[src/sv/hrdp_pkg.sv]
// Package for the HID report descriptor parser: record, command and status types,
// item codes and default sizes. No dependencies.
`default_nettype none
package hrdp_pkg;

    localparam int DEF_MAX_REPORTS  = 8;
    localparam int DEF_MAX_FIELDS   = 32;
    localparam int DEF_MAX_USAGES   = 8;
    localparam int DEF_STACK_LEVELS = 4;

    localparam logic [7:0] LONG_PREFIX = 8'hFE;

    // Record kinds.
    localparam logic [2:0] K_FIELD   = 3'd0;
    localparam logic [2:0] K_REPORT  = 3'd1;
    localparam logic [2:0] K_END_OK  = 3'd2;
    localparam logic [2:0] K_END_INV = 3'd3;
    localparam logic [2:0] K_END_RES = 3'd4;

    // Error codes.
    localparam logic [1:0] ERR_NONE    = 2'd0;
    localparam logic [1:0] ERR_INVALID = 2'd1;
    localparam logic [1:0] ERR_NORES   = 2'd2;

    // Item types.
    localparam logic [1:0] TYP_MAIN   = 2'd0;
    localparam logic [1:0] TYP_GLOBAL = 2'd1;
    localparam logic [1:0] TYP_LOCAL  = 2'd2;

    // Global tags.
    localparam logic [3:0] TG_PAGE   = 4'd0;
    localparam logic [3:0] TG_LMIN   = 4'd1;
    localparam logic [3:0] TG_LMAX   = 4'd2;
    localparam logic [3:0] TG_RSIZE  = 4'd7;
    localparam logic [3:0] TG_RID    = 4'd8;
    localparam logic [3:0] TG_RCOUNT = 4'd9;
    localparam logic [3:0] TG_PUSH   = 4'd10;
    localparam logic [3:0] TG_POP    = 4'd11;

    // Local tags.
    localparam logic [3:0] TL_USAGE = 4'd0;
    localparam logic [3:0] TL_UMIN  = 4'd1;
    localparam logic [3:0] TL_UMAX  = 4'd2;

    // Main tags.
    localparam logic [3:0] TM_INPUT = 4'd8;
    localparam logic [3:0] TM_COLL  = 4'd10;
    localparam logic [3:0] TM_ECOLL = 4'd12;

    typedef enum logic [2:0] {
        PH_PREFIX,
        PH_DATA,
        PH_LSIZE,
        PH_LTAG,
        PH_LSKIP
    } t_phase;

    typedef struct packed {
        logic [15:0] page;
        logic [31:0] lmin;
        logic [31:0] lmax;
        logic [15:0] rsize;
        logic [15:0] rcount;
        logic [7:0]  rid;
    } t_glob;

    typedef struct packed {
        logic [2:0]  kind;
        logic [7:0]  rnum;
        logic [15:0] pos;
        logic [5:0]  width;
        logic [15:0] total;
        logic [15:0] flags;
        logic [15:0] page;
        logic [31:0] lmin;
        logic [31:0] lmax;
        logic [15:0] u0;
        logic [15:0] u1;
        logic        run_end;
    } t_rec;

    typedef struct packed {
        logic accept;
        logic find;
        logic check;
        logic urd;
        logic emit_field;
        logic emit_rpt;
        logic emit_end;
        logic rpt_init;
        logic clr_loc;
    } t_cmd;

    typedef struct packed {
        logic acc_input;
        logic byte_last;
        logic held_last;
        logic chk_emit;
        logic chk_var;
        logic elem_last;
        logic rpt_more;
        logic out_free;
    } t_sts;

    function automatic logic [2:0] item_len(input logic [7:0] pfx);
        return (pfx[1:0] == 2'd3) ? 3'd4 : {1'b0, pfx[1:0]};
    endfunction

    function automatic logic [31:0] sext(input logic [31:0] v, input logic [2:0] len);
        logic [31:0] r;
        r = v;
        if (len == 3'd1 && v[7]) begin
            r = {24'hFFFFFF, v[7:0]};
        end else if (len == 3'd2 && v[15]) begin
            r = {16'hFFFF, v[15:0]};
        end
        return r;
    endfunction

endpackage
`default_nettype wire

[src/sv/hid_report_descriptor_parser.sv]
// HID report descriptor parser, top level. Prefix, data and skipped bytes are taken at intake.
// An Input item then goes through report lookup and checks, then emits the array field, or
// reads the usage list and emits for each Variable element, plus any output stall.
// The final byte is followed by one report record per report and then the end record.
// Reset is synchronous, active low, and clears all control state; the globals stack,
// usage list and report table are not cleared and are read only where written.
`default_nettype none
module hid_report_descriptor_parser #(
    parameter int MAX_REPORTS  = hrdp_pkg::DEF_MAX_REPORTS,
    parameter int MAX_FIELDS   = hrdp_pkg::DEF_MAX_FIELDS,
    parameter int MAX_USAGES   = hrdp_pkg::DEF_MAX_USAGES,
    parameter int STACK_LEVELS = hrdp_pkg::DEF_STACK_LEVELS
) (
    input  logic               i_clk,
    input  logic               i_rst_n,
    input  logic               i_in_valid,
    output logic               o_in_ready,
    input  logic [7:0]         i_desc_byte,
    input  logic               i_is_last,
    output logic               o_out_valid,
    input  logic               i_out_ready,
    output logic [2:0]         o_record_kind,
    output logic [7:0]         o_report_number,
    output logic [15:0]        o_bit_position,
    output logic [5:0]         o_bit_width,
    output logic [15:0]        o_element_total,
    output logic [15:0]        o_item_flags,
    output logic [15:0]        o_page_of_usage,
    output logic signed [31:0] o_min_logical,
    output logic signed [31:0] o_max_logical,
    output logic [15:0]        o_first_usage,
    output logic [15:0]        o_final_usage,
    output logic               o_run_end
);
    import hrdp_pkg::*;

    t_cmd cmd;
    t_sts sts;
    t_rec rec;

    hrdp_ctrl u_ctrl (
        .i_clk      (i_clk),
        .i_rst_n    (i_rst_n),
        .i_in_valid (i_in_valid),
        .o_in_ready (o_in_ready),
        .i_sts      (sts),
        .o_cmd      (cmd)
    );

    hrdp_dp #(
        .MAX_REPORTS  (MAX_REPORTS),
        .MAX_FIELDS   (MAX_FIELDS),
        .MAX_USAGES   (MAX_USAGES),
        .STACK_LEVELS (STACK_LEVELS)
    ) u_dp (
        .i_clk       (i_clk),
        .i_rst_n     (i_rst_n),
        .i_cmd       (cmd),
        .o_sts       (sts),
        .i_desc_byte (i_desc_byte),
        .i_is_last   (i_is_last),
        .i_out_ready (i_out_ready),
        .o_out_valid (o_out_valid),
        .o_rec       (rec)
    );

    assign o_record_kind   = rec.kind;
    assign o_report_number = rec.rnum;
    assign o_bit_position  = rec.pos;
    assign o_bit_width     = rec.width;
    assign o_element_total = rec.total;
    assign o_item_flags    = rec.flags;
    assign o_page_of_usage = rec.page;
    assign o_min_logical   = $signed(rec.lmin);
    assign o_max_logical   = $signed(rec.lmax);
    assign o_first_usage   = rec.u0;
    assign o_final_usage   = rec.u1;
    assign o_run_end       = rec.run_end;

endmodule
`default_nettype wire

[src/sv/hrdp_ctrl.sv]
// Sequencer of the HID report descriptor parser: steps through byte intake,
// report lookup, field emission and the closing report and end records. Uses hrdp_pkg.
`default_nettype none
module hrdp_ctrl (
    input  logic             i_clk,
    input  logic             i_rst_n,
    input  logic             i_in_valid,
    output logic             o_in_ready,
    input  hrdp_pkg::t_sts   i_sts,
    output hrdp_pkg::t_cmd   o_cmd
);
    import hrdp_pkg::*;

    typedef enum logic [2:0] {
        S_IN,
        S_FIND,
        S_CHECK,
        S_RD,
        S_EMIT,
        S_RPT,
        S_END
    } t_state;

    t_state r_state, n_state;
    logic   r_ready;

    always_comb begin
        o_cmd   = '0;
        n_state = r_state;
        unique case (r_state)
            S_IN: begin
                o_cmd.accept = i_in_valid & r_ready;
                if (i_in_valid && r_ready) begin
                    if (i_sts.acc_input) begin
                        n_state = S_FIND;
                    end else if (i_sts.byte_last) begin
                        n_state = S_RPT;
                        o_cmd.rpt_init = 1'b1;
                    end
                end
            end
            S_FIND: begin
                o_cmd.find = 1'b1;
                n_state = S_CHECK;
            end
            S_CHECK: begin
                o_cmd.check = 1'b1;
                if (i_sts.chk_emit) begin
                    n_state = i_sts.chk_var ? S_RD : S_EMIT;
                end else begin
                    o_cmd.clr_loc = 1'b1;
                    if (i_sts.held_last) begin
                        n_state = S_RPT;
                        o_cmd.rpt_init = 1'b1;
                    end else begin
                        n_state = S_IN;
                    end
                end
            end
            S_RD: begin
                o_cmd.urd = 1'b1;
                n_state = S_EMIT;
            end
            S_EMIT: begin
                if (i_sts.out_free) begin
                    o_cmd.emit_field = 1'b1;
                    if (i_sts.elem_last) begin
                        o_cmd.clr_loc = 1'b1;
                        if (i_sts.held_last) begin
                            n_state = S_RPT;
                            o_cmd.rpt_init = 1'b1;
                        end else begin
                            n_state = S_IN;
                        end
                    end else begin
                        n_state = S_RD;
                    end
                end
            end
            S_RPT: begin
                if (!i_sts.rpt_more) begin
                    n_state = S_END;
                end else if (i_sts.out_free) begin
                    o_cmd.emit_rpt = 1'b1;
                end
            end
            S_END: begin
                if (i_sts.out_free) begin
                    o_cmd.emit_end = 1'b1;
                    n_state = S_IN;
                end
            end
            default: n_state = S_IN;
        endcase
    end

    always_ff @(posedge i_clk) begin
        if (!i_rst_n) begin
            r_state <= S_IN;
            r_ready <= 1'b0;
        end else begin
            r_state <= n_state;
            r_ready <= (n_state == S_IN);
        end
    end

    assign o_in_ready = r_ready;

endmodule
`default_nettype wire

[src/sv/hrdp_dp.sv]
// Datapath of the HID report descriptor parser: item assembly, globals and their
// stack, local usages, report table and the output register. Uses hrdp_pkg.
`default_nettype none
module hrdp_dp #(
    parameter int MAX_REPORTS  = hrdp_pkg::DEF_MAX_REPORTS,
    parameter int MAX_FIELDS   = hrdp_pkg::DEF_MAX_FIELDS,
    parameter int MAX_USAGES   = hrdp_pkg::DEF_MAX_USAGES,
    parameter int STACK_LEVELS = hrdp_pkg::DEF_STACK_LEVELS
) (
    input  logic             i_clk,
    input  logic             i_rst_n,
    input  hrdp_pkg::t_cmd   i_cmd,
    output hrdp_pkg::t_sts   o_sts,
    input  logic [7:0]       i_desc_byte,
    input  logic             i_is_last,
    input  logic             i_out_ready,
    output logic             o_out_valid,
    output hrdp_pkg::t_rec   o_rec
);
    import hrdp_pkg::*;

    localparam int RCW = $clog2(MAX_REPORTS + 1);
    localparam int RIW = (MAX_REPORTS > 1) ? $clog2(MAX_REPORTS) : 1;
    localparam int FW  = $clog2(MAX_FIELDS + 1);
    localparam int UFW = $clog2(MAX_USAGES + 1);
    localparam int UIW = (MAX_USAGES > 1) ? $clog2(MAX_USAGES) : 1;
    localparam int SFW = $clog2(STACK_LEVELS + 1);
    localparam int SIW = (STACK_LEVELS > 1) ? $clog2(STACK_LEVELS) : 1;

    // Parse state.
    t_phase        r_phase, n_phase;
    logic [7:0]    r_held, n_held;
    logic [7:0]    r_pend, n_pend;
    logic [31:0]   r_gath, n_gath;
    t_glob         r_glob, n_glob;
    logic [SFW-1:0] r_sfill, n_sfill;
    logic [UFW-1:0] r_ufill, n_ufill;
    logic [15:0]   r_lastu, n_lastu;
    logic [15:0]   r_rmin, n_rmin, r_rmax, n_rmax;
    logic          r_rmin_ok, n_rmin_ok, r_rmax_ok, n_rmax_ok;
    logic [RCW-1:0] r_used, n_used;
    logic [FW-1:0] r_fused, n_fused;
    logic          r_ids, n_ids;
    logic [1:0]    r_err, n_err;
    logic          r_last, n_last;

    // Input item work registers.
    logic [RCW-1:0] r_rep, n_rep;
    logic          r_repok, n_repok;
    logic [31:0]   r_added, n_added;
    logic [15:0]   r_flags, n_flags;
    logic          r_var, n_var;
    logic [15:0]   r_pos, n_pos;
    logic [15:0]   r_elem, n_elem;
    logic [15:0]   r_urd;

    logic          r_ovalid, n_ovalid;
    t_rec          r_out, n_out;

    // Storage.
    t_glob         r_stack [STACK_LEVELS];
    logic [15:0]   r_ulist [MAX_USAGES];
    logic [7:0]    r_tid   [MAX_REPORTS];
    logic [15:0]   r_tbits [MAX_REPORTS];

    // Write strobes for storage.
    logic          push_we, ulist_we, tid_we, tbits_we;
    logic [15:0]   ulist_wd, tbits_wd;
    logic [RCW-1:0] tab_wa;

    // Item decode.
    logic          fire;
    logic [7:0]    pfx;
    logic [31:0]   val;
    logic [2:0]    len, ilen, shamt;
    logic [1:0]    ityp;
    logic [3:0]    itag;
    logic [SFW-1:0] sdec;

    // Input item helpers.
    logic          hit;
    logic [RCW-1:0] hidx;
    logic [15:0]   cur_bits;
    logic [31:0]   bits_sum;
    logic          bad, fits, fok;
    logic [15:0]   emitted;
    logic          elem_last;
    logic [16:0]   rsum;
    logic [15:0]   pick;

    assign cur_bits = r_tbits[r_rep[RIW-1:0]];
    assign bits_sum = {16'h0, cur_bits} + r_added;
    assign bad      = (r_glob.rsize > 16'd32) || (r_glob.rcount == 16'd0)
                      || (r_added > 32'h0000FFFF);
    assign fits     = (bits_sum <= 32'h0000FFFF);
    assign emitted  = r_var ? r_glob.rcount : 16'd1;
    assign fok      = ({1'b0, emitted} + 17'(r_fused)) <= 17'(MAX_FIELDS);
    assign elem_last = !r_var || (r_elem == (r_glob.rcount - 16'd1));
    assign rsum     = {1'b0, r_rmin} + {1'b0, r_elem};
    assign sdec     = r_sfill - SFW'(1);

    // Usage choice for one element of a variable field.
    always_comb begin
        if (r_elem < 16'(r_ufill)) begin
            pick = r_urd;
        end else if (r_rmin_ok && r_rmax_ok && rsum <= {1'b0, r_rmax}) begin
            pick = rsum[15:0];
        end else if (r_ufill != '0) begin
            pick = r_lastu;
        end else begin
            pick = 16'h0;
        end
    end

    always_comb begin
        hit  = 1'b0;
        hidx = '0;
        for (int i = 0; i < MAX_REPORTS; i++) begin
            if (!hit && RCW'(i) < r_used && r_tid[i] == r_glob.rid) begin
                hit  = 1'b1;
                hidx = RCW'(i);
            end
        end
    end

    always_comb begin
        n_phase = r_phase;   n_held = r_held;     n_pend = r_pend;
        n_gath = r_gath;     n_glob = r_glob;     n_sfill = r_sfill;
        n_ufill = r_ufill;   n_lastu = r_lastu;   n_rmin = r_rmin;
        n_rmax = r_rmax;     n_rmin_ok = r_rmin_ok; n_rmax_ok = r_rmax_ok;
        n_used = r_used;     n_fused = r_fused;   n_ids = r_ids;
        n_err = r_err;       n_last = r_last;     n_rep = r_rep;
        n_repok = r_repok;   n_added = r_added;   n_flags = r_flags;
        n_var = r_var;       n_pos = r_pos;       n_elem = r_elem;
        n_out = r_out;
        n_ovalid = i_out_ready ? 1'b0 : r_ovalid;
        push_we = 1'b0;  ulist_we = 1'b0;  tid_we = 1'b0;  tbits_we = 1'b0;
        ulist_wd = '0;   tbits_wd = '0;    tab_wa = r_rep;
        fire = 1'b0;  pfx = 8'h0;  val = 32'h0;  len = 3'd0;  shamt = 3'd0;
        o_sts = '0;

        // Byte intake.
        if (i_cmd.accept) begin
            n_last = i_is_last;
            if (r_err == ERR_NONE) begin
                unique case (r_phase)
                    PH_PREFIX: begin
                        if (i_desc_byte == LONG_PREFIX) begin
                            n_phase = PH_LSIZE;
                        end else begin
                            n_held = i_desc_byte;
                            n_gath = 32'h0;
                            if (item_len(i_desc_byte) == 3'd0) begin
                                fire = 1'b1;
                                pfx  = i_desc_byte;
                            end else begin
                                n_pend  = {5'b0, item_len(i_desc_byte)};
                                n_phase = PH_DATA;
                            end
                        end
                    end
                    PH_DATA: begin
                        len = item_len(r_held);
                        if (r_pend == 8'd0 || r_pend > {5'b0, len}) begin
                            n_phase = PH_PREFIX;
                        end else begin
                            shamt  = len - r_pend[2:0];
                            n_gath = r_gath | ({24'h0, i_desc_byte} << {shamt, 3'b000});
                            n_pend = r_pend - 8'd1;
                            if (n_pend == 8'd0) begin
                                n_phase = PH_PREFIX;
                                fire = 1'b1;
                                pfx  = r_held;
                                val  = n_gath;
                            end
                        end
                    end
                    PH_LSIZE: begin
                        n_pend  = i_desc_byte;
                        n_phase = PH_LTAG;
                    end
                    PH_LTAG: begin
                        n_phase = (r_pend == 8'd0) ? PH_PREFIX : PH_LSKIP;
                    end
                    default: begin
                        if (r_pend != 8'd0) begin
                            n_pend = r_pend - 8'd1;
                        end
                        if (n_pend == 8'd0) begin
                            n_phase = PH_PREFIX;
                        end
                    end
                endcase
            end
        end

        ilen = item_len(pfx);
        ityp = pfx[3:2];
        itag = pfx[7:4];
        if (fire) begin
            if (ityp == TYP_GLOBAL) begin
                case (itag)
                    TG_PAGE:   n_glob.page = val[15:0];
                    TG_LMIN:   n_glob.lmin = sext(val, ilen);
                    TG_LMAX:   n_glob.lmax = r_glob.lmin[31] ? sext(val, ilen) : val;
                    TG_RSIZE:  n_glob.rsize = val[15:0];
                    TG_RID: begin
                        if (val == 32'h0 || val > 32'd255) begin
                            n_err = ERR_INVALID;
                        end else begin
                            n_glob.rid = val[7:0];
                            n_ids = 1'b1;
                        end
                    end
                    TG_RCOUNT: n_glob.rcount = val[15:0];
                    TG_PUSH: begin
                        if (r_sfill >= SFW'(STACK_LEVELS)) begin
                            n_err = ERR_NORES;
                        end else begin
                            push_we = 1'b1;
                            n_sfill = r_sfill + SFW'(1);
                        end
                    end
                    TG_POP: begin
                        if (r_sfill == '0) begin
                            n_err = ERR_INVALID;
                        end else begin
                            n_glob  = r_stack[sdec[SIW-1:0]];
                            n_sfill = sdec;
                        end
                    end
                    default: ;
                endcase
            end else if (ityp == TYP_LOCAL) begin
                if (itag == TL_USAGE) begin
                    if (r_ufill < UFW'(MAX_USAGES)) begin
                        ulist_we = 1'b1;
                        ulist_wd = val[15:0];
                        n_lastu  = val[15:0];
                        n_ufill  = r_ufill + UFW'(1);
                    end
                end else if (itag == TL_UMIN) begin
                    n_rmin = val[15:0];
                    n_rmin_ok = 1'b1;
                end else if (itag == TL_UMAX) begin
                    n_rmax = val[15:0];
                    n_rmax_ok = 1'b1;
                end
            end else if (ityp == TYP_MAIN) begin
                if (itag == TM_INPUT) begin
                    // Locals stay until the Input item has been worked off.
                    o_sts.acc_input = 1'b1;
                    n_flags = val[15:0];
                    n_var   = val[1];
                end else begin
                    if (itag == TM_ECOLL && ilen != 3'd0) begin
                        n_err = ERR_INVALID;
                    end else if (itag == TM_COLL && ilen != 3'd1) begin
                        n_err = ERR_INVALID;
                    end
                    n_ufill = '0;
                    n_rmin = 16'h0;  n_rmax = 16'h0;
                    n_rmin_ok = 1'b0; n_rmax_ok = 1'b0;
                end
            end
        end

        // A final byte that leaves an item open is a truncated descriptor.
        if (i_cmd.accept && i_is_last && n_err == ERR_NONE && n_phase != PH_PREFIX) begin
            n_err = ERR_INVALID;
        end

        if (i_cmd.find) begin
            n_added = r_glob.rsize * r_glob.rcount;
            if (hit) begin
                n_rep   = hidx;
                n_repok = 1'b1;
            end else if (r_used < RCW'(MAX_REPORTS)) begin
                tid_we   = 1'b1;
                tbits_we = 1'b1;
                tab_wa   = r_used;
                tbits_wd = 16'h0;
                n_rep    = r_used;
                n_repok  = 1'b1;
                n_used   = r_used + RCW'(1);
            end else begin
                n_repok = 1'b0;
            end
        end

        if (i_cmd.check) begin
            if (bad) begin
                n_err = ERR_INVALID;
            end else if (r_repok && fits) begin
                tbits_we = 1'b1;
                tbits_wd = bits_sum[15:0];
            end
            n_pos  = cur_bits;
            n_elem = 16'h0;
        end

        if (i_cmd.emit_field) begin
            n_ovalid      = 1'b1;
            n_out.kind    = K_FIELD;
            n_out.rnum    = r_glob.rid;
            n_out.pos     = r_pos;
            n_out.width   = r_glob.rsize[5:0];
            n_out.total   = r_var ? 16'd1 : r_glob.rcount;
            n_out.flags   = r_flags;
            n_out.page    = r_glob.page;
            n_out.lmin    = r_glob.lmin;
            n_out.lmax    = r_glob.lmax;
            n_out.u0      = r_var ? pick : (r_rmin_ok ? r_rmin : 16'h0);
            n_out.u1      = r_var ? pick : (r_rmax_ok ? r_rmax : 16'hFFFF);
            n_out.run_end = elem_last && !r_last;
            n_pos   = r_pos + r_glob.rsize;
            n_elem  = r_elem + 16'd1;
            n_fused = r_fused + FW'(1);
        end

        if (i_cmd.clr_loc) begin
            n_ufill = '0;
            n_rmin = 16'h0;  n_rmax = 16'h0;
            n_rmin_ok = 1'b0; n_rmax_ok = 1'b0;
        end

        if (i_cmd.rpt_init) begin
            n_rep = '0;
        end

        if (i_cmd.emit_rpt) begin
            n_ovalid = 1'b1;
            n_out    = '0;
            n_out.kind = K_REPORT;
            n_out.rnum = r_tid[r_rep[RIW-1:0]];
            n_out.pos  = cur_bits;
            n_rep = r_rep + RCW'(1);
        end

        if (i_cmd.emit_end) begin
            n_ovalid = 1'b1;
            n_out    = '0;
            if (r_err == ERR_INVALID) begin
                n_out.kind = K_END_INV;
            end else if (r_err == ERR_NORES) begin
                n_out.kind = K_END_RES;
            end else begin
                n_out.kind = (r_used == '0) ? K_END_INV : K_END_OK;
            end
            n_out.rnum    = {7'h0, r_ids};
            n_out.run_end = 1'b1;
            // Back to the state after reset for the next descriptor.
            n_phase = PH_PREFIX;  n_held = 8'h0;  n_pend = 8'h0;  n_gath = 32'h0;
            n_glob = '0;          n_sfill = '0;   n_ufill = '0;
            n_rmin = 16'h0;       n_rmax = 16'h0;
            n_rmin_ok = 1'b0;     n_rmax_ok = 1'b0;
            n_used = '0;          n_fused = '0;   n_ids = 1'b0;
            n_err = ERR_NONE;     n_last = 1'b0;
        end

        o_sts.byte_last = i_is_last;
        o_sts.held_last = r_last;
        o_sts.chk_emit  = !bad && r_repok && fits && fok;
        o_sts.chk_var   = r_var;
        o_sts.elem_last = elem_last;
        o_sts.rpt_more  = (r_rep < r_used);
        o_sts.out_free  = !r_ovalid || i_out_ready;
    end

    always_ff @(posedge i_clk) begin
        if (!i_rst_n) begin
            r_phase <= PH_PREFIX;
            r_held <= 8'h0;
            r_pend <= 8'h0;
            r_gath <= 32'h0;
            r_glob <= '0;
            r_sfill <= '0;
            r_ufill <= '0;
            r_rmin <= 16'h0;
            r_rmax <= 16'h0;
            r_rmin_ok <= 1'b0;
            r_rmax_ok <= 1'b0;
            r_used <= '0;
            r_fused <= '0;
            r_ids <= 1'b0;
            r_err <= ERR_NONE;
            r_last <= 1'b0;
            r_repok <= 1'b0;
            r_ovalid <= 1'b0;
        end else begin
            r_phase <= n_phase;
            r_held <= n_held;
            r_pend <= n_pend;
            r_gath <= n_gath;
            r_glob <= n_glob;
            r_sfill <= n_sfill;
            r_ufill <= n_ufill;
            r_rmin <= n_rmin;
            r_rmax <= n_rmax;
            r_rmin_ok <= n_rmin_ok;
            r_rmax_ok <= n_rmax_ok;
            r_used <= n_used;
            r_fused <= n_fused;
            r_ids <= n_ids;
            r_err <= n_err;
            r_last <= n_last;
            r_repok <= n_repok;
            r_ovalid <= n_ovalid;
        end
    end

    always_ff @(posedge i_clk) begin
        r_lastu <= n_lastu;
        r_rep   <= n_rep;
        r_added <= n_added;
        r_flags <= n_flags;
        r_var   <= n_var;
        r_pos   <= n_pos;
        r_elem  <= n_elem;
        r_out   <= n_out;
        if (push_we) begin
            r_stack[r_sfill[SIW-1:0]] <= r_glob;
        end
        if (ulist_we) begin
            r_ulist[r_ufill[UIW-1:0]] <= ulist_wd;
        end
        if (i_cmd.urd) begin
            r_urd <= r_ulist[r_elem[UIW-1:0]];
        end
        if (tid_we) begin
            r_tid[tab_wa[RIW-1:0]] <= r_glob.rid;
        end
        if (tbits_we) begin
            r_tbits[tab_wa[RIW-1:0]] <= tbits_wd;
        end
    end

    assign o_out_valid = r_ovalid;
    assign o_rec       = r_out;

    a_fields_bound: assert property (@(posedge i_clk) disable iff (!i_rst_n)
        r_fused <= FW'(MAX_FIELDS))
        else $error("field count passed its limit");

    a_stack_bound: assert property (@(posedge i_clk) disable iff (!i_rst_n)
        r_sfill <= SFW'(STACK_LEVELS))
        else $error("globals stack overfilled");

    a_reports_bound: assert property (@(posedge i_clk) disable iff (!i_rst_n)
        r_used <= RCW'(MAX_REPORTS))
        else $error("report table overfilled");

    a_end_closes: assert property (@(posedge i_clk) disable iff (!i_rst_n)
        (r_ovalid && (r_out.kind == K_END_OK || r_out.kind == K_END_INV
                      || r_out.kind == K_END_RES)) |-> r_out.run_end)
        else $error("end record without run end mark");

endmodule
`default_nettype wire
[config.mk]
export PLATFORM = sky130hd
export DESIGN_NAME = hid_report_descriptor_parser
export DESIGN_NICKNAME = d
export VERILOG_FILES = /design/src/sv/hrdp_pkg.sv /design/src/sv/hid_report_descriptor_parser.sv /design/src/sv/hrdp_ctrl.sv /design/src/sv/hrdp_dp.sv
export SDC_FILE = /design/constraint.sdc
export NUM_CORES = 2
export LEC_CHECK = 0
export ABC_CLOCK_PERIOD_IN_PS = 8400
export BUFFER_PORTS_ARGS = -buffer_cell sky130_fd_sc_hd__buf_2
export CORE_AREA = 2 2 469 471
export DETAILED_ROUTE_END_ITERATION = 12
export DIE_AREA = 0 0 471 473
export PLACE_DENSITY = 0.52
export SETUP_SLACK_MARGIN = 0.2
export SLEW_MARGIN = 20
export SYNTH_ARGS = -nofsm -noshare
export SYNTH_HDL_FRONTEND = slang
export SYNTH_SLANG_ARGS = --single-unit
[constraint.sdc]
create_clock -name i_clk -period 8.4 [get_ports i_clk]
set_input_delay 0.42 -clock i_clk [delete_from_list [all_inputs] [get_ports i_clk]]
set_output_delay 0.42 -clock i_clk [all_outputs]
set_load 0.03 [all_outputs]
-- After elaboration in Yosys (flattened, before gate mapping)
Memories as Yosys holds them, arrays and structs flattened. A register that Yosys moved wholly into a read port is not among the register bits.
Index checks and enable logic that the tools add are counted.
- multipliers: 1
- $lt $le $gt $ge: 20
- eq/ne operators: 50
- muxes and demuxes: 206
- shift operators: 1
- add/sub/neg operators: 14
- reductions and logical operators: 101
- bitwise logic cells: 9
- operators with widths (kind ; number):
    2-to-1 mux 178 bit ; 3
    2-to-1 mux 16 bit ; 30
    2-to-1 mux 32 bit ; 10
    case mux 32 bit (2 select lines) ; 3
    2-to-1 mux 120 bit ; 1
    2-to-1 mux 8 bit ; 14
    2-to-1 mux 3 bit ; 33
    case mux 16 bit (2 select lines) ; 3
    2-to-1 mux 1 bit ; 71
    == test 8 bit ; 8
    2-to-1 mux 4 bit ; 10
    2-to-1 mux 2 bit ; 18
    adder 16 x 32 -> 32 bit ; 1
    greater-than comparator 32 x 16 -> 1 bit, second input constant ; 1
    greater-than comparator 32 x 8 -> 1 bit, second input constant ; 1
    less-or-equal comparator 32 x 16 -> 1 bit, second input constant ; 1
    logical NOT 32 bit ; 1
    multiplier 16 x 16 -> 32 bit ; 1
    bitwise OR 32 bit ; 1
    case mux 8 bit (2 select lines) ; 2
    case mux 8 bit (4 select lines) ; 1
    << shifter 8 x 6 -> 32 bit ; 1
    logical AND 1 bit ; 30
    AND reduction 4 bit ; 7
    62 further kinds ; 150
- memories kept: 4
- flip-flop bits (word level): 511
- memory bits (writable): 800
- input bits: 13
- output and inout bits: 180
- logic and storage cells: 451
- memories (name ; depth ; width ; rd ports ; clocked after Yosys merged registers in ; write ports ; line ; text):
    u_dp.r_stack ; 4 ; 120 ; 1 ; 0 ; 1 ; hrdp_dp.sv:61 ; t_glob r_stack [STACK_LEVELS];
    u_dp.r_tbits ; 8 ; 16 ; 1 ; 1 ; 1 ; hrdp_dp.sv:64 ; logic [15:0] r_tbits [MAX_REPORTS];
    u_dp.r_ulist ; 8 ; 16 ; 1 ; 1 ; 1 ; hrdp_dp.sv:62 ; logic [15:0] r_ulist [MAX_USAGES];
    u_dp.r_tid ; 8 ; 8 ; 9 ; 1 ; 1 ; hrdp_dp.sv:63 ; logic [7:0] r_tid [MAX_REPORTS];

-- Depth between registers and ports, before layout
An unclocked memory read counts as a cell.
- depth after elaboration: 39
- depth in mapped cells: 25
- gate-level depth less buffers: 23

-- Cells and area by module
From an unflattened synthesis, not the netlist that was laid out.
- cells, all modules: 5095
- area, all modules: 64867.2 um2
- modules (own cells, without submodules) (module ; seq. area each (um2) ; times used ; cells an instance ; area each (um2)):
    hrdp_dp ; 35734.3 ; 1 ; 5049 ; 64476.8
    hrdp_ctrl ; 80.1 ; 1 ; 46 ; 390.4

-- Least setup slack after synthesis
OpenSTA, ideal clock, no wires.
- kind: reg-to-reg
- start: reg u_dp.r_glob[14] (netlist bit)
- end: reg u_dp.r_added[30], data pin
- setup slack: 1.698 ns
- period minus slack after synthesis: 6.702 ns
- library setup time: 0.195 ns
- stages on the path, launching flop included: 26
- buffers on the path: 3
- required time: 8.205 ns
- arrival: 6.507 ns
- cells stage by stage: dfxtp_1 clkbuf_1 clkbuf_1 clkbuf_1 nand2_1 fa_1 inv_1 fa_1 inv_1 fa_1 fa_1 inv_1 fa_1 inv_1 fa_1 inv_1 ha_1 nand2_1 nor2_1 a211oi_1 a31oi_1 o21ai_0 a21oi_1 o41ai_1 or4b_2 o311ai_0
- longest elaborated chain between the ends: 1
- ends and longest elaborated chain (item ; line ; text):
    from (decl) ; hrdp_dp.sv:35 ; t_glob r_glob, n_glob;
    from (signal assigned) ; hrdp_dp.sv:395 ; r_glob <= n_glob;
    multiplier 16 x 16 -> 32 bit ; hrdp_dp.sv:274 ; n_added = r_glob.rsize * r_glob.rcount;
    to (signal assigned) ; hrdp_dp.sv:415 ; r_added <= n_added;
    to (decl) ; hrdp_dp.sv:50 ; logic [31:0] r_added, n_added;
No other way between the ends.
A chain may end at the register's enable or synchronous reset.

-- Worst setup path after layout
- start: reg u_dp.r_glob[9] (netlist bit)
- end: reg u_dp.r_added[30], data pin
Same word-level chain as after synthesis.

==> flow_summary.ini <==
[run_status]
outcome = finished clean

[min_path]
min_from = i_desc_byte[0]
holdPathEnd = u_dp.r_gath[0]
hold_path_class = in -> reg
holdPathStages = 3

[sta]
fin_worst_skew_ns = 0.0655
max_freq_ghz = 0.140
finalSetupViolCount = 0
rsz0062_at_grt = no
fin_crit_sh_pct = 85.0
period_needed_ns = 7.14
slew-limit-headroom_pct = 25.1
slew_viol_final = 0
hold_viol_final = 0
fin_tns_setup_ns = 0
worst_pin_slew_ns = 1.12

[critical_path]
start_kind = flop
regToRegStartpoint = u_dp.r_glob[9]
path_common_cell = fa_1
critPathRequiredTime_ns = 8.96
r2r_end = u_dp.r_added[30]
rr_worst_depth = 20
worst-r2r-setup-slack_ns = 1.26
path_cells = buf_4 -> nand2_1 -> fa_1 -> inv_1 -> fa_1 -> inv_1 -> fa_1 -> fa_1 -> fa_1 -> inv_1 -> fa_1 -> ha_1 -> a21o_1 -> a21oi_1 -> o21ai_0 -> o21ai_0 -> a21oi_1 -> o41ai_1 -> or4b_2 -> o311ai_0
crit_type = reg -> reg
critPathMaxFanout = 14
max_stage_delay_ns = 0.75
cp-end-kind = flop
worstPathArrival_ns = 7.70
critPathSlowestCell = dfxtp_1

[drt]
viasPerCell = 5.14
vias = 43600
finalWirelength_um = 193000
dr.pass1.iters = 6
drc = 0
postRouteAntennaNets = 0
drt_iter0_drc = 3818
routedWlPerCell_um = 22.7

[synthesis]
synth_top_area_cell = edfxtp_1
yosys-top-cells-count = edfxtp_1, nand2_1, a21oi_1
synthesis.area_um2 = 65000
synth.top_cell.area_share_pct = 42.5
yosysMostFrequentCell = edfxtp_1
ys_warn_count = 0
synth_top_cells_by_area = edfxtp_1, dfxtp_1, mux4_2, fa_1, ha_1
synth.avg_cell_area_um2 = 12.1
synth_nets = 5773
synth_ff_type = edfxtp_1
syn_inst = 5357
yosysSeqAreaShare_pct = 55.1
synth_edf_count = 920
ys_seq_elements = 1329
ys_async_sr_fraction_pct = 0
synth_cell_types = 88

[floorplanning]
dieArea_um2 = 223000
start_util_pct = 29.8
die_h_um = 473
die_w_um = 471
boundaryPins = 193
rows = 172
coreArea_um2 = 218000

[grt]
grt_pass1_wl_um = 289000
grt_antenna_before_repair = 17
grt_usage_pct = 17.1
grt_max_degree = 143
grt_pass1_vias = 43800
grt_overflow = 0

[clock_network]
cts_tree = done
cts_buffers = 146
clock_latency_ns = 0.83
htree_levels = 4
ctsHoldBuffers = 3
cts_root_buf = clkbuf_16
postCtsResizedCells = 0
cts_setup_buffers = 0
clockBufferDepth = 3
cts_sinks = 1329
clkSlewWorstSetupHoldPaths_ns = 0.06

[cells_and_area]
design_area_um2 = 74300
areaGrowthSynthToFinish_pct = 14.4
fillers = 21600
layout-drive-gt1-share_pct = 14.9
utilization_pct = 34.1
final-instance-count-excl-fill = 8486
layout.nets = 5903

[power]
ir_drop_v = 0.000175
power_density_nw_per_um2 = 201
leakage_nw = 26.3

[placement]
dp_hpwl_um = 128000
placed_area_um2 = 69500
placed_cells = 8207
port-buffer-count = 192
place.gp.congestion = 0.888

[flow_run]
max_cap_violations = 0
[per-stage QoR]
stage | hold WS [ns] | worst slack [ns] | total power [mW]
2_1_floorplan | 0.437 | 1.70 | 8.15
3_3_place_gp | 0.439 | 1.44 | 8.60
3_5_place_dp | 0.443 | 1.31 | 8.61
4_1_cts | 0.00176 | 1.23 | 15.1
5_1_grt | 0.0341 | 0.859 | 15.4
6_report | 0.0619 | 1.26 | 14.9
[how the worst max path moves through the flow]
stage	startpoint	slack [ns]	cells past startpoint	endpoint
global placement	u_dp.r_glob[9]	1.44	20	u_dp.r_added[30]
floorplan	u_dp.r_glob[14]	1.70	25	u_dp.r_added[30]
detailed placement	u_dp.r_glob[10]	1.31	20	u_dp.r_added[30]
finish	u_dp.r_glob[9]	1.26	20	u_dp.r_added[30]
global route	u_dp.r_glob[9]	0.86	20	u_dp.r_added[30]
CTS	u_dp.r_glob[9]	1.23	20	u_dp.r_added[30]
[state kept, by name, indices dropped and copies added, names as in the netlist, 6 cells and up, named ones only]
register / cells
u_dp.o_rec: 178
u_dp.r_added: 32
u_dp.r_elem: 16
u_dp.r_flags: 16
u_dp.r_fused: 6
u_dp.r_gath: 32
u_dp.r_glob: 120
u_dp.r_held: 8
u_dp.r_lastu: 16
u_dp.r_pend: 8
u_dp.r_pos: 16
u_dp.r_rmax: 16
u_dp.r_rmin: 16
u_dp.r_stack: 480
u_dp.r_tbits: 128
u_dp.r_tid: 64
u_dp.r_ulist: 128
u_dp.r_urd: 16
[logic make-up after synthesis]
family / count (synthesis) / share of synthesized area, %
xor gates and xnor gates: 168 / 2.26
adders and majority gates: 404 / 10.1
muxes: 265 / 8.00
and+or+nand+nor: 1522 / 10.9
buffers and inverters: 650 / 3.84
DFF: 1329 / 55.1
AOI/OAI and AO/OA: 1019 / 9.79
[layer usage]
metal | up-vias | wire [um] | track usage [%]
met4 | 16 | 4360 | 4.79
li1 | 19800 | - | -
met1 | 22300 | 89400 | 24.3
met3 | 246 | 11600 | 2.84
met5 | - | 87 | 0
met2 | 1337 | 87500 | 26.7
[worst max-delay path: cells and delay by family (launching register included)]
family,cells,cell delay [ns]
AOI/OAI and AO/OA,7,1.55
adders and majority gates,7,3.37
buffers and inverters,4,0.49
DFF,1,0.75
and+or+nand+nor,2,0.71
[area by class of cell]
type | count | area (um^2) | area share (%)
multi-input cells | 3378 | 26900 | 36.2
well taps | 2871 | 3590 | 4.83
repair buffers | 314 | 2000 | 2.69
inverters | 318 | 1190 | 1.61
clock inverters | 74 | 852 | 1.15
clock buffers | 198 | 3960 | 5.33
flip-flops and latches | 1329 | 35800 | 48.2
diodes | 4 | 10.0 | 0.0135
[cells in the final DEF, fill, tap and decap left out, types with 50 or more instances in the layout]
cell type,instances
edfxtp_1,920
nand2_1,581
a21oi_1,442
dfxtp_1,406
nor2_1,356
inv_1,318
ha_1,203
mux4_2,200
fa_1,199
buf_2,192
clkbuf_16,147
o21ai_0,127
and2_1,112
buf_4,110
a211oi_1,107
xnor2_1,97
nor3_1,94
xor2_1,71
nand3_1,61
nor4_1,50
[report_power, final]
group	leakage, nW	internal, mW	switching [mW]	total [mW]
logic	12.2	0.368	0.843	1.21
clock network	2.31	3.65	2.81	6.45
registers	11.8	7.11	0.143	7.25
Note: power is estimated with default switching activity, not from simulation.
